## src/hdl/mt_pkg.sv

```systemverilog
// Package for the MT19937 generator: constants, operation codes and the
// command/status structs between controller and datapath. No dependencies.
package mt_pkg;

    localparam int unsigned N_WORDS = 624;
    localparam int unsigned M_SHIFT = 397;

    localparam logic [31:0] TWIST_POLY = 32'h9908b0df;
    localparam logic [31:0] TEMPER_B   = 32'h9d2c5680;
    localparam logic [31:0] TEMPER_C   = 32'hefc60000;
    localparam logic [31:0] INIT_MUL   = 32'd1812433253;
    localparam logic [31:0] ARR_MUL1   = 32'd1664525;
    localparam logic [31:0] ARR_MUL2   = 32'd1566083941;
    localparam logic [31:0] ARR_SEED   = 32'd19650218;
    localparam logic [31:0] DEF_SEED   = 32'd5489;
    localparam logic [31:0] HI_BIT     = 32'h80000000;
    localparam logic [31:0] LO_BITS    = 32'h7fffffff;

    localparam logic [1:0] OP_DRAW = 2'd0;
    localparam logic [1:0] OP_SEED = 2'd1;
    localparam logic [1:0] OP_KEY  = 2'd2;

    // datapath step kinds
    typedef enum logic [2:0] {
        DP_NONE  = 3'd0,
        DP_INIT  = 3'd1,  // single-word init step
        DP_ARR1  = 3'd2,  // array init, key pass
        DP_ARR2  = 3'd3,  // array init, mixing pass
        DP_TWIST = 3'd4,  // twist one word
        DP_DRAW  = 3'd5   // read and temper
    } dp_op_t;

    typedef struct packed {
        dp_op_t            op;
        logic              start;   // load seed word / prime for a pass
        logic [31:0]       seed;
    } dp_cmd_t;

    typedef struct packed {
        logic              busy;    // a multi-cycle step is in flight
        logic              done;    // the pass has finished
    } dp_sts_t;

endpackage

```

## src/hdl/mt_control.sv

```systemverilog
// Controller of the MT19937 generator: accepts transactions, sequences
// seeding, twisting and drawing, holds the word index and key count.
// Depends on mt_pkg.
module mt_control #(
    parameter int unsigned KEY_MAX = 8,
    parameter int unsigned KEY_W   = 3
) (
    input  logic             clk,
    input  logic             rst_n,
    input  logic             in_valid,
    output logic             in_ready,
    input  logic [1:0]       in_op,
    input  logic [31:0]      in_value,
    input  logic             in_last,
    output logic             out_valid,
    input  logic             out_ready,
    output logic [31:0]      out_word,
    output mt_pkg::dp_cmd_t  cmd,
    output logic             key_we,
    output logic [KEY_W-1:0] key_wa,
    output logic [31:0]      key_wd,
    output logic [KEY_W:0]   key_cnt,
    output logic [9:0]       draw_idx,
    input  mt_pkg::dp_sts_t  sts,
    input  logic [31:0]      word
);

    typedef enum logic [7:0] {
        S_IDLE  = 8'b00000001,
        S_INIT  = 8'b00000010,
        S_ARR1  = 8'b00000100,
        S_ARR2  = 8'b00001000,
        S_FIX0  = 8'b00010000,
        S_TWIST = 8'b00100000,
        S_READ  = 8'b01000000,
        S_TEMP  = 8'b10000000
    } state_t;

    state_t          state_reg, state_next;
    logic [9:0]      idx_reg, idx_next;
    logic [KEY_W:0]  cnt_reg, cnt_next;
    logic            arr_reg, arr_next;   // init is part of array seeding
    logic            drw_reg, drw_next;   // seeding on behalf of a draw
    logic            ov_reg, ov_next;
    logic [31:0]     ow_reg, ow_next;
    logic            acc;

    assign in_ready = (state_reg == S_IDLE);
    assign acc      = in_valid && in_ready;
    assign out_valid = ov_reg;
    assign out_word  = ow_reg;
    assign key_cnt   = cnt_reg;
    assign draw_idx  = idx_reg;
    assign key_wa    = cnt_reg[KEY_W-1:0];
    assign key_wd    = in_value;
    assign key_we    = acc && (in_op == mt_pkg::OP_KEY) && (cnt_reg < (KEY_W+1)'(KEY_MAX));

    always_comb
    begin
        state_next = state_reg; idx_next = idx_reg; cnt_next = cnt_reg;
        arr_next = arr_reg; drw_next = drw_reg;
        ov_next = ov_reg; ow_next = ow_reg;
        cmd.op = mt_pkg::DP_NONE; cmd.start = 1'b0; cmd.seed = in_value;
        if (ov_reg && out_ready) ov_next = 1'b0;
        case (state_reg)
            S_IDLE: begin
                if (acc) begin
                    case (in_op)
                        mt_pkg::OP_DRAW: begin
                            if (idx_reg == 10'(mt_pkg::N_WORDS + 1)) begin
                                cmd.op = mt_pkg::DP_INIT; cmd.start = 1'b1;
                                cmd.seed = mt_pkg::DEF_SEED;
                                arr_next = 1'b0; drw_next = 1'b1; state_next = S_INIT;
                            end else if (idx_reg == 10'(mt_pkg::N_WORDS)) begin
                                cmd.op = mt_pkg::DP_TWIST; cmd.start = 1'b1;
                                state_next = S_TWIST;
                            end else
                                state_next = S_READ;
                        end
                        mt_pkg::OP_SEED: begin
                            cmd.op = mt_pkg::DP_INIT; cmd.start = 1'b1;
                            arr_next = 1'b0; drw_next = 1'b0; state_next = S_INIT;
                        end
                        mt_pkg::OP_KEY: begin
                            if (cnt_reg < (KEY_W+1)'(KEY_MAX)) cnt_next = cnt_reg + 1'b1;
                            if (in_last) begin
                                cmd.op = mt_pkg::DP_INIT; cmd.start = 1'b1;
                                cmd.seed = mt_pkg::ARR_SEED;
                                arr_next = 1'b1; drw_next = 1'b0; state_next = S_INIT;
                            end
                        end
                        default: ;
                    endcase
                end
            end
            S_INIT: begin
                cmd.op = mt_pkg::DP_INIT;
                if (sts.done) begin
                    idx_next = 10'(mt_pkg::N_WORDS);
                    if (arr_reg) begin
                        cmd.op = mt_pkg::DP_ARR1; cmd.start = 1'b1; state_next = S_ARR1;
                    end else if (drw_reg) begin
                        cmd.op = mt_pkg::DP_TWIST; cmd.start = 1'b1; state_next = S_TWIST;
                    end else
                        state_next = S_IDLE;
                end
            end
            S_ARR1: begin
                cmd.op = mt_pkg::DP_ARR1;
                if (sts.done) begin
                    cmd.op = mt_pkg::DP_ARR2; cmd.start = 1'b1; state_next = S_ARR2;
                end
            end
            S_ARR2: begin
                cmd.op = mt_pkg::DP_ARR2;
                if (sts.done) state_next = S_FIX0;
            end
            S_FIX0: begin
                // word 0 forced to the high bit, done through a one-word init
                cmd.op = mt_pkg::DP_INIT; cmd.start = 1'b1; cmd.seed = mt_pkg::HI_BIT;
                cnt_next = '0; idx_next = 10'(mt_pkg::N_WORDS);
                state_next = S_IDLE;
            end
            S_TWIST: begin
                cmd.op = mt_pkg::DP_TWIST;
                if (sts.done) begin idx_next = '0; state_next = S_READ; end
            end
            S_READ: state_next = S_TEMP;
            default: begin
                // hold the read word until the output register is free
                if (!ov_reg || out_ready) begin
                    ov_next = 1'b1; ow_next = word; idx_next = idx_reg + 10'd1;
                    state_next = S_IDLE;
                end
            end
        endcase
    end

    always_ff @(posedge clk or negedge rst_n)
    begin
        if (!rst_n) begin
            state_reg <= S_IDLE; idx_reg <= 10'(mt_pkg::N_WORDS + 1); cnt_reg <= '0;
            arr_reg <= 1'b0; drw_reg <= 1'b0; ov_reg <= 1'b0;
        end else begin
            state_reg <= state_next; idx_reg <= idx_next; cnt_reg <= cnt_next;
            arr_reg <= arr_next; drw_reg <= drw_next; ov_reg <= ov_next;
        end
    end

    always_ff @(posedge clk)
    begin
        ow_reg <= ow_next;
    end

`ifndef SYNTHESIS
    a_cnt: assert property (@(posedge clk) disable iff (!rst_n)
        cnt_reg <= (KEY_W+1)'(KEY_MAX)) else $error("key count overflow");
    a_idx: assert property (@(posedge clk) disable iff (!rst_n)
        idx_reg <= 10'(mt_pkg::N_WORDS + 1)) else $error("word index out of range");
    a_read: assert property (@(posedge clk) disable iff (!rst_n)
        (state_reg == S_READ) |-> (idx_reg < 10'(mt_pkg::N_WORDS)))
        else $error("draw from exhausted block");
    a_out: assert property (@(posedge clk) disable iff (!rst_n)
        (ov_reg && !out_ready) |=> (ov_reg && $stable(ow_reg)))
        else $error("result overwritten");
`endif

endmodule

```

## config.mk

```make
export PLATFORM = sky130hd
export DESIGN_NAME = mt_control
export DESIGN_NICKNAME = d
export VERILOG_FILES = /design/src/hdl/mt_pkg.sv /design/src/hdl/mt_control.sv
export SDC_FILE = /design/constraint.sdc
export NUM_CORES = 1
export LEC_CHECK = 0
export ABC_AREA = 1
export BUFFER_PORTS_ARGS = -buffer_cell sky130_fd_sc_hd__buf_2
export CORE_MARGIN = 1
export CORE_UTILIZATION = 41
export CTS_BUF_LIST = sky130_fd_sc_hd__clkbuf_4 sky130_fd_sc_hd__clkbuf_8
export DETAILED_ROUTE_END_ITERATION = 10
export GPL_ROUTABILITY_DRIVEN = 0
export PLACE_DENSITY = 0.77
export SLEW_MARGIN = 5
export SYNTH_ARGS = -nofsm -noshare
export SYNTH_HDL_FRONTEND = slang
export SYNTH_SLANG_ARGS = --single-unit
```

## constraint.sdc

```tcl
create_clock -name clk -period 2.7 [get_ports clk]
set_input_delay 0.27 -clock clk [delete_from_list [all_inputs] [get_ports clk]]
set_output_delay 0.27 -clock clk [all_outputs]
set_load 0.03 [all_outputs]
```

==> results.tsv, run 1 <==
metric	value	unit
status	finished clean	
num_rows	34	
track_usage	18.9	%
final_layout_size_suffix_gt1_share	42.2	%
clockBufferDepth	2	
clock.fmax	396	MHz
pwr-share-seq	31.1	%
stdcell_area	4690	um2
wl_per_cell	12.6	um
async_reset_ff_share	43.9	%
drtPass1Iterations	5	
worstSetupEndpointType	output port	
grt_max_degree	33	
max_stage_delay	610	ps
setup_viol	0	
synth_area_leaders	edfxtp_1 26%, dfrtp_1 13%, nand2_1 12%, buf_4 7.4%, inv_1 5.8%	
hold_ws	102	ps
postSynthCellCount	442	
seq_area_frac_synth	43.6	%
clock_latency	340	ps
via_per_inst	4.75	
min_to	out_word[18]$_DFFE_PP_	
cts_root_buf	clkbuf_8	
largest_reg_flops	32	
clkPwrFrac	16.7	%
r2r_cells	9	
drtAntennaViolNets	0	
hp-start	word[18]	
avgSynthCellArea	8.28	um2
power_density	1030	nW/um2
placed_area	4470	um2
first_global_vias	2807	
synth_top_area_share	26.3	%
area_growth	28.2	%
finalHoldViolCount	0	
worstReg2RegStart	state_reg[0]$_DFFE_PN1P_	
setup_tns	0	ps
ir_worst_vdd	0.000434	V
coreArea	8680	um2
cp_top_family	simple AND/OR/NAND/NOR gates	
die_w	96.5	um
cp.required	2430	ps
fin_worst_skew	10.6	ps
yosysTopAreaCell	edfxtp_1	
diodes	0	
crit_type	register to output port	
r2r-end	out_word[10]$_DFFE_PP_	
yosys_warnings	0	
cellInternalPower	2450	uW
power_switching	2380	uW
drt_iter0_markers	178	
overflow	0	
slowest_stage	dfstp_2	
yosys_register_bits	57	
fillCellCount	792	
drc	0	
synth_cell_types	33	
final_util	54.0	%
cts_sinks	57	
grt_pass1_wl	13300	um
startpoint_type	register	
max_cap_viol_count	0	
ys.flop_type	edfxtp_1	
worstMarginPinSlew	584	ps
path_cells	ha_1 > inv_1 > nor2_1 > nand2_1 > nand2_2 > nand4_1 > nand2_2 > nor2_1 > buf_2	
synth_edf_count	32	
min_period	2520	ps
worst-path-max-fanout	13	
min_path_type	input pin to register	
p_comb_share	52.2	%
p_sw_share	49.3	%
timing.final.crit_share	93.4	%
syn_nets	523	
ios	193	
reg2reg_slack	660	ps
initial_utilization	42.2	%
dp_hpwl	7060	um
synthesis.area	3660	um2
numCtsBuffers	9	
routed-wl-met3	453	um
totalWireLength	9070	um
htree_levels	3	
wl_met2	4710	um
cp_num_buf_inv	2	
slew_headroom	61.1	%
hold_depth	1	
die_area	9300	um2
clk_pin_slew_worst_paths	80	ps
cts_setup_buffers	0	
met1_length	3780	um
route.top_layer_used	met4	
leakage	0.00260	uW
port_buffers	191	
chipHeight	96.5	um
cts_tree	done	
drv_slew	0	
nets	688	
antenna_found_initial	0	
arrival	2250	ps
num_vias	3417	
[per-layer routing]
metal,GRT usage [%],up-vias
li1,-,1684
met2,31.7,126
met5,0,-
met1,23.7,1595
met3,3.68,12
met4,7.60,0
[synth_stat cells (4+ instances only)]
library cell  instances
a21oi_1               7
buf_4                36
dfrtp_1              19
dfstp_2               6
edfxtp_1             32
ha_1                  8
inv_1                57
nand2_1             121
nand2_2               6
nand2_4              14
nand3_1              36
nor2_1               49
nor2_2                4
nor2_4                5
o21ai_0               9
xor2_1                4
[cell families after synthesis]
family          synth area share (%)
flops                           43.6
fa+ha+maj                       2.74
simple gates                    34.0
buf+inv                         14.0
compound gates                  4.04
xor+xnor                        1.68
[repair_timing]
action | CTS | global route
endpoints found under the hold margin | 19 | 0
resized for setup | 0 | 1
hold buffers | 1 | 0
endpoints found under the setup margin | 0 | 13
[layout by cell type (no fill, tap or decap), types with 4 or more instances in the layout]
| cell | n |
|---|---|
| nand2_4 | 14 |
| edfxtp_1 | 32 |
| nor2_4 | 5 |
| xor2_1 | 4 |
| clkinv_4 | 4 |
| nand2_2 | 7 |
| ha_1 | 8 |
| dfrtp_1 | 19 |
| nor2_1 | 48 |
| nand2_1 | 120 |
| nor2_2 | 5 |
| inv_1 | 57 |
| buf_2 | 191 |
| o21ai_0 | 9 |
| a21oi_1 | 7 |
| dfstp_2 | 6 |
| nand3_1 | 36 |
| clkbuf_8 | 9 |
[worst reg2reg max path, stage by stage, from the launching register on]
cell and delay [ps]:
dfstp_2 560, inv_1 70, nand2_2 90, nor2_2 60, nand2_4 100, inv_1 90, nor3_1 160, nand3_1 120
nor2_2 90, buf_4 360
[through the flow]
stage | std cells | total power (uW) | setup WS (ps)
global placement | 703 | 3960 | 508
finish | 720 | 4840 | 177
detailed placement | 703 | 4050 | 433
CTS | 720 | 4870 | 50.5
floorplan | 442 | 3420 | 300
global route | 720 | 5150 | -16.8
[power by group through the flow]
stage	Combinational, uW	Clock [uW]	Sequential [uW]
6_report	2530	809	1500
5_1_grt	2730	872	1540
4_1_cts	2540	826	1510
3_5_place_dp	2530	0	1520
3_3_place_gp	2470	0	1500
2_1_floorplan	1400	0	2020
[how the worst max path moves through the flow]
| stage | from | endpoint | slack (ps) | cells past startpoint |
|---|---|---|---|---|
| final | draw_idx[0]$_DFFE_PN1P_ | cmd[11] | 180 | 9 |
| after floorplan | state_reg[0]$_DFFE_PN1P_ | out_word[0]$_DFFE_PP_ | 300 | 8 |
| after global routing | draw_idx[0]$_DFFE_PN1P_ | cmd[11] | -20 | 9 |
| after detailed placement | draw_idx[0]$_DFFE_PN1P_ | cmd[11] | 430 | 9 |
| after CTS | draw_idx[0]$_DFFE_PN1P_ | cmd[11] | 50 | 9 |
| after global placement | draw_idx[0]$_DFFE_PN1P_ | cmd[11] | 510 | 9 |
[cell type report]
type / count / area [um2] / area share, %
sequential: 57 / 1590 / 34.0
multi-input combinational: 286 / 1560 / 33.2
timing repair buffer: 193 / 973 / 20.8
inverter: 60 / 228 / 4.86
tap: 108 / 135 / 2.88
clock buffer: 9 / 124 / 2.64
clock inverter: 7 / 78.8 / 1.68
Power figures use the tool's default switching activity.
==> run 2: changes to the inputs <==
CAP_MARGIN = 20   (was unset)
RECOVER_POWER = 100   (was unset)
==> run 2 against run 1 <==
Cell area is 3.8% lower. Wire length grew 0.90%. Die area stayed put. First-iteration DRC count grew 2.8%. Combinational power fell by 6%. Final cell count is the same. Clock-buffer cell count unchanged. Core utilization is 2.1 points lower. Power fell by 2.9%. Maximum frequency shrank 0.25%.
==> results.tsv, run 2 (synthesis results as in run 1) <==
metric	value	unit	change
crit_type	register to output port		unchanged
port_buffers	191		unchanged
largest_reg_flops	32		unchanged
arrival	2260	ps	was 2250 ps
leakage	0.00230	uW	was 0.00260 uW
track_usage	18.9	%	unchanged
grt_pass1_wl	13300	um	unchanged
chipHeight	96.5	um	unchanged
first_global_vias	2807		unchanged
cts_root_buf	clkbuf_8		unchanged
initial_utilization	42.2	%	unchanged
numCtsBuffers	9		unchanged
diodes	0		unchanged
clock_latency	340	ps	about the same
htree_levels	3		unchanged
layout.cells.most_common	nand2_1		was buf_2
drtAntennaViolNets	0		unchanged
die_area	9300	um2	unchanged
slew_headroom	5.46	%	was 61.1%
drtPass1Iterations	4		was 5
stdcell_area	4510	um2	was 4690 um2
clk_pin_slew_worst_paths	80	ps	about the same
clockBufferDepth	2		unchanged
totalWireLength	9150	um	was 9070 um
worstSetupEndpointType	output port		unchanged
overflow	0		unchanged
area_growth	23.3	%	was 28.2%
antenna_found_initial	0		unchanged
min_path_type	input pin to register		unchanged
setup_viol	0		unchanged
max_cap_viol_count	0		unchanged
worstMarginPinSlew	1420	ps	was 584 ps
num_rows	34		unchanged
nets	688		unchanged
drc	0		unchanged
final_layout_size_suffix_gt1_share	26.0	%	was 42.2%
drt_iter0_markers	183		was 178
mostFrequentLayoutCells	123 x nand2_1, 90 x clkbuf_1, 82 x buf_2, 57 x inv_1, 50 x nor2_1		was 191 x buf_2, 120 x nand2_1, 57 x inv_1, 48 x nor2_1, 36 x nand3_1
status	finished clean		unchanged
min_period	2530	ps	was 2520 ps
worst-path-max-fanout	13		unchanged
placed_area	4470	um2	unchanged
clock.fmax	395	MHz	was 396 MHz
cts_tree	done		unchanged
fillCellCount	856		was 792
via_per_inst	4.72		was 4.75
cts_sinks	57		unchanged
ir_worst_vdd	0.000411	V	was 0.000434 V
timing.final.crit_share	93.7	%	was 93.4%
dp_hpwl	7060	um	unchanged
drv_slew	0		unchanged
num_vias	3396		was 3417
ios	193		unchanged
power	4700	uW	was 4840 uW
grt_max_degree	33		unchanged
coreArea	8680	um2	unchanged
cp.required	2430	ps	about the same
die_w	96.5	um	unchanged
startpoint_type	register		unchanged
wl_per_cell	12.7	um	was 12.6 um
finalHoldViolCount	0		unchanged
fin_worst_skew	9.83	ps	was 10.6 ps
power_density	1040	nW/um2	was 1030 nW/um2
[run 2: through the flow]
| step | hold slack (ps) | worst slack [ps] | util, % | std cells | setup TNS (ps) |
|---|---|---|---|---|---|
| final | 95.1 | 171 | 52.0 | 720 | 0 |
| after detailed placement | 304 | 433 | 51.6 | 703 | 0 |
| after CTS | 84.9 | 50.5 | 54.0 | 720 | 0 |
| after global routing | 75.1 | -16.7 | 52.0 | 720 | -59.5 |
| after global placement | 298 | 508 | 51.6 | 703 | 0 |
| after floorplan | -25.6 | 300 | - | 442 | 0 |
[run 2: where the power goes]
group / internal [uW] / switching, uW / leakage, uW
combinational: 572 / 1800 / 0.00158
clock: 433 / 379 / 0.000104
sequential: 1330 / 179 / 0.000618
[run 2: area by class of cell]
cell class	instances	area, um2	area share [%]
multi-input cells	286	1490	33.1
flip-flops and latches	57	1590	35.3
clock inverters	7	78.8	1.75
well taps	108	135	3.00
repair buffers	193	858	19.0
clock buffers	9	124	2.75
inverters	60	228	5.05
[run 2: what timing repair did]
action                                 4_1_cts  5_1_grt
setup buffers                                0        0
gates resized for setup                      0        1
setup endpoints to repair                    0       13
endpoints found under the hold margin       19        0
hold buffers                                 1        0
[run 2: worst paths after layout]
path | startpoint | end | slack [ps] | cells after the start
worst max-delay path | draw_idx[0]$_DFFE_PN1P_ | cmd[11] | 170 | 9
worst min-delay path | word[25] | out_word[25]$_DFFE_PP_ | 100 | 1
worst max register to register | state_reg[0]$_DFFE_PN1P_ | draw_idx[7]$_DFFE_PN0P_ | 300 | 10
worst min register to register | draw_idx[4]$_DFFE_PN1P_ | draw_idx[4]$_DFFE_PN1P_ | 480 | 2
max in group asynchronous | rst_n | state_reg[1]$_DFFE_PN0P_ | 1080 | 2
min in group asynchronous | rst_n | draw_idx[3]$_DFFE_PN0P_ | 770 | 2
[run 2: metal layers]
layer / vias up / wire length, um / GRT usage (%)
met1: 1580 / 3820 / 23.7
met3: 12 / 458 / 3.68
met4: 0 / 119 / 7.60
met5: - / 0 / 0
li1: 1685 / - / -
met2: 119 / 4750 / 31.7
[run 2: worst max-delay path: stages (launching register included)]
cell	delay, ps
dfstp_2	610
ha_1	190
inv_1	40
nor2_1	160
nand2_1	120
nand2_2	100
nand4_1	170
nand2_2	260
nor2_1	80
buf_2	180
==> run 3: changes to the inputs <==
--- a/config.mk
+++ b/config.mk
@@ -14,5 +14,5 @@
 export DETAILED_ROUTE_END_ITERATION = 10
 export GPL_ROUTABILITY_DRIVEN = 0
-export PLACE_DENSITY = 0.77
+export PLACE_DENSITY = 0.74
 export RECOVER_POWER = 100
 export SLEW_MARGIN = 5
==> constraint.sdc (replaced) <==
create_clock -name clk -period 2.35 [get_ports clk]
set_input_delay 0.3525 -clock clk [delete_from_list [all_inputs] [get_ports clk]]
set_output_delay 0.3525 -clock clk [all_outputs]
set_load 0.03 [all_outputs]
==> run 3 against run 2 <==
Cell area grew 12%. Global-route usage increased by 0.35 points. First-iteration DRC count fell by 12%. Worst hold slack improved by 92 ps. Clock power about the same. Sequential power grew 14%. Non-clock buffer count is 15 higher. Critical path depth rose by 1. Critical endpoint is now cmd[19]. Largest cell class is now multi-input combinational cells.
==> results.tsv, run 3 (synthesis results as in run 1) <==
metric	value	unit	change
status	finished clean		unchanged
totalWireLength	9960	um	was 9150 um
place_ws	121	ps	was 433 ps
final_layout_size_suffix_gt1_share	36.2	%	was 26.0%
drv_slew	0		unchanged
max_stage_delay	550	ps	was 610 ps
power_density	1130	nW/um2	was 1040 nW/um2
worst-path-max-fanout	10		was 13
layout.cells.most_common	nand2_1		unchanged
holdBufCountCts	0		was 1
worstMarginPinSlew	1440	ps	was 1420 ps
slowest_stage	dfstp_2		unchanged
path_cells	inv_2 > nor2_2 > nand2_2 > nor2_4 > nand3_4 > nor2_4 > nand2_4 > nand3_1 > nand2_1 > buf_4		was ha_1 > inv_1 > nor2_1 > nand2_1 > nand2_2 > nand4_1 > nand2_2 > nor2_1 > buf_2
overflow	0		unchanged
slew_headroom	3.71	%	was 5.46%
largest_reg_flops	32		unchanged
crit_type	register to output port		unchanged
diodes	0		unchanged
clk_pin_slew_worst_paths	70	ps	was 80 ps
drt_iter0_markers	161		was 183
chipHeight	96.5	um	unchanged
min_path_type	input pin to register		unchanged
fillCellCount	847		was 856
via_per_inst	4.73		was 4.72
cp.required	2000	ps	was 2430 ps
finalHoldViolCount	0		unchanged
final_util	58.1	%	was 52.0%
nets	705		was 688
track_usage	19.2	%	was 18.9%
cts_root_buf	clkbuf_8		unchanged
clock.fmax	429	MHz	
cts_sinks	57		unchanged
leakage	0.00250	uW	was 0.00230 uW
timing.final.crit_share	99.3	%	
drtAntennaViolNets	0		unchanged
wl_per_cell	13.5	um	was 12.7 um
area.sequential	1590	um2	unchanged
multiInputGateArea	1770	um2	was 1490 um2
die_w	96.5	um	unchanged
antenna_found_initial	0		unchanged
drtPass1Iterations	7		was 4
worstSetupEndpointType	output port		unchanged
ir_worst_vdd	0.000606	V	was 0.000411 V
numCtsBuffers	9		unchanged
ios	193		unchanged
num_rows	34		unchanged
placed_area	4520	um2	was 4470 um2
startpoint_type	register		unchanged
setup_ws	17.4	ps	was 171 ps
min_period	2330	ps	
initial_utilization	42.2	%	unchanged
cts_tree	done		unchanged
clockBufferDepth	2		unchanged
drc	0		unchanged
die_area	9300	um2	unchanged
setup_viol	0		unchanged
num_vias	3489		was 3396
grt_pass1_wl	13600	um	was 13300 um
htree_levels	3		unchanged
crit_path_frequent_cell	nor2_4		
coreArea	8680	um2	unchanged
rsz0062_at_grt	yes		
max_cap_viol_count	0		unchanged
clock_latency	330	ps	was 340 ps
first_global_vias	2913		was 2807
port_buffers	191		unchanged
fin_worst_skew	6.49	ps	was 9.83 ps
mostFrequentLayoutCells	116 x nand2_1, 84 x buf_2, 81 x clkbuf_1, 56 x inv_1		was 123 x nand2_1, 90 x clkbuf_1, 82 x buf_2, 57 x inv_1, 50 x nor2_1
arrival	1980	ps	was 2260 ps
stdcell_area	5040	um2	was 4510 um2
area_growth	37.8	%	was 23.3%
grt_max_degree	33		unchanged
dp_hpwl	6990	um	was 7060 um
[run 3: cell count changes in the layout (fill, tap and decap cells not counted), sizes merged]
cell	delta
buf	+45
bufinv	-1
clkbuf	-28
clkinv	-3
clkinvlp	+3
dlygate4sd3	-1
nand2	+1
nand3	+1
[run 3: report_power, final]
group | switching (uW) | internal (uW)
clock network | 415 | 395
registers | 191 | 1530
logic | 2240 | 928
[run 3: worst paths after layout]
path	from	to	slack [ps]	depth (start not counted)
max in group asynchronous	rst_n	state_reg[6]$_DFFE_PN0P_	1160	1
min in group asynchronous	rst_n	draw_idx[8]$_DFFE_PN0P_	350	1
setup reg to reg	state_reg[0]$_DFFE_PN1P_	out_word[29]$_DFFE_PP_	400	9
hold reg to reg	state_reg[0]$_DFFE_PN1P_	state_reg[0]$_DFFE_PN1P_	500	2
setup / recovery	draw_idx[4]$_DFFE_PN1P_	cmd[19]	20	10
hold / removal	word[3]	out_word[3]$_DFFE_PP_	190	1
[run 3: repair_timing]
action	4_1_cts	5_1_grt
resized for setup	32	74
endpoints found under the setup margin	31	36
pin swaps	5	13
cloned	1	1
buffers inserted	5	7
[run 3: final cells by class]
class | count | share of cell area [%]
inverter | 60 | 4.57
timing repair buffer | 208 | 22.6
clock inverter | 6 | 0.894
multi-input combinational | 288 | 35.0
tap | 108 | 2.68
sequential | 57 | 31.6
clock buffer | 10 | 2.61
[run 3: layer usage]
metal  share of wire (%)  up-vias  wire length (um)  global-route usage [%]
li1                    -     1729                 -                       -
met1                  39     1617              3910                    24.6
met4                 2.2        0               216                    7.97
met3                 5.4       19               533                    3.91
met2                  53      124              5300                    31.6
met5                   0        -                 0                       0
[run 3: worst max-delay path, delay by kind of cell, from the launching register on]
kind | cells | cell delay, ps
buffers and inverters | 2 | 210
DFF | 1 | 550
and+or+nand+nor | 8 | 890
[run 3: stage by stage]
stage               total power (uW)  setup TNS, ps  hold WS (ps)  cells
global placement                4630              0           387    707
finish                          5700              0           187    737
global route                    6090          -1560           164    737
CTS                             5630          -6.85          38.4    729
floorplan                       3930              0          56.9    442
detailed placement              4710              0           400    707
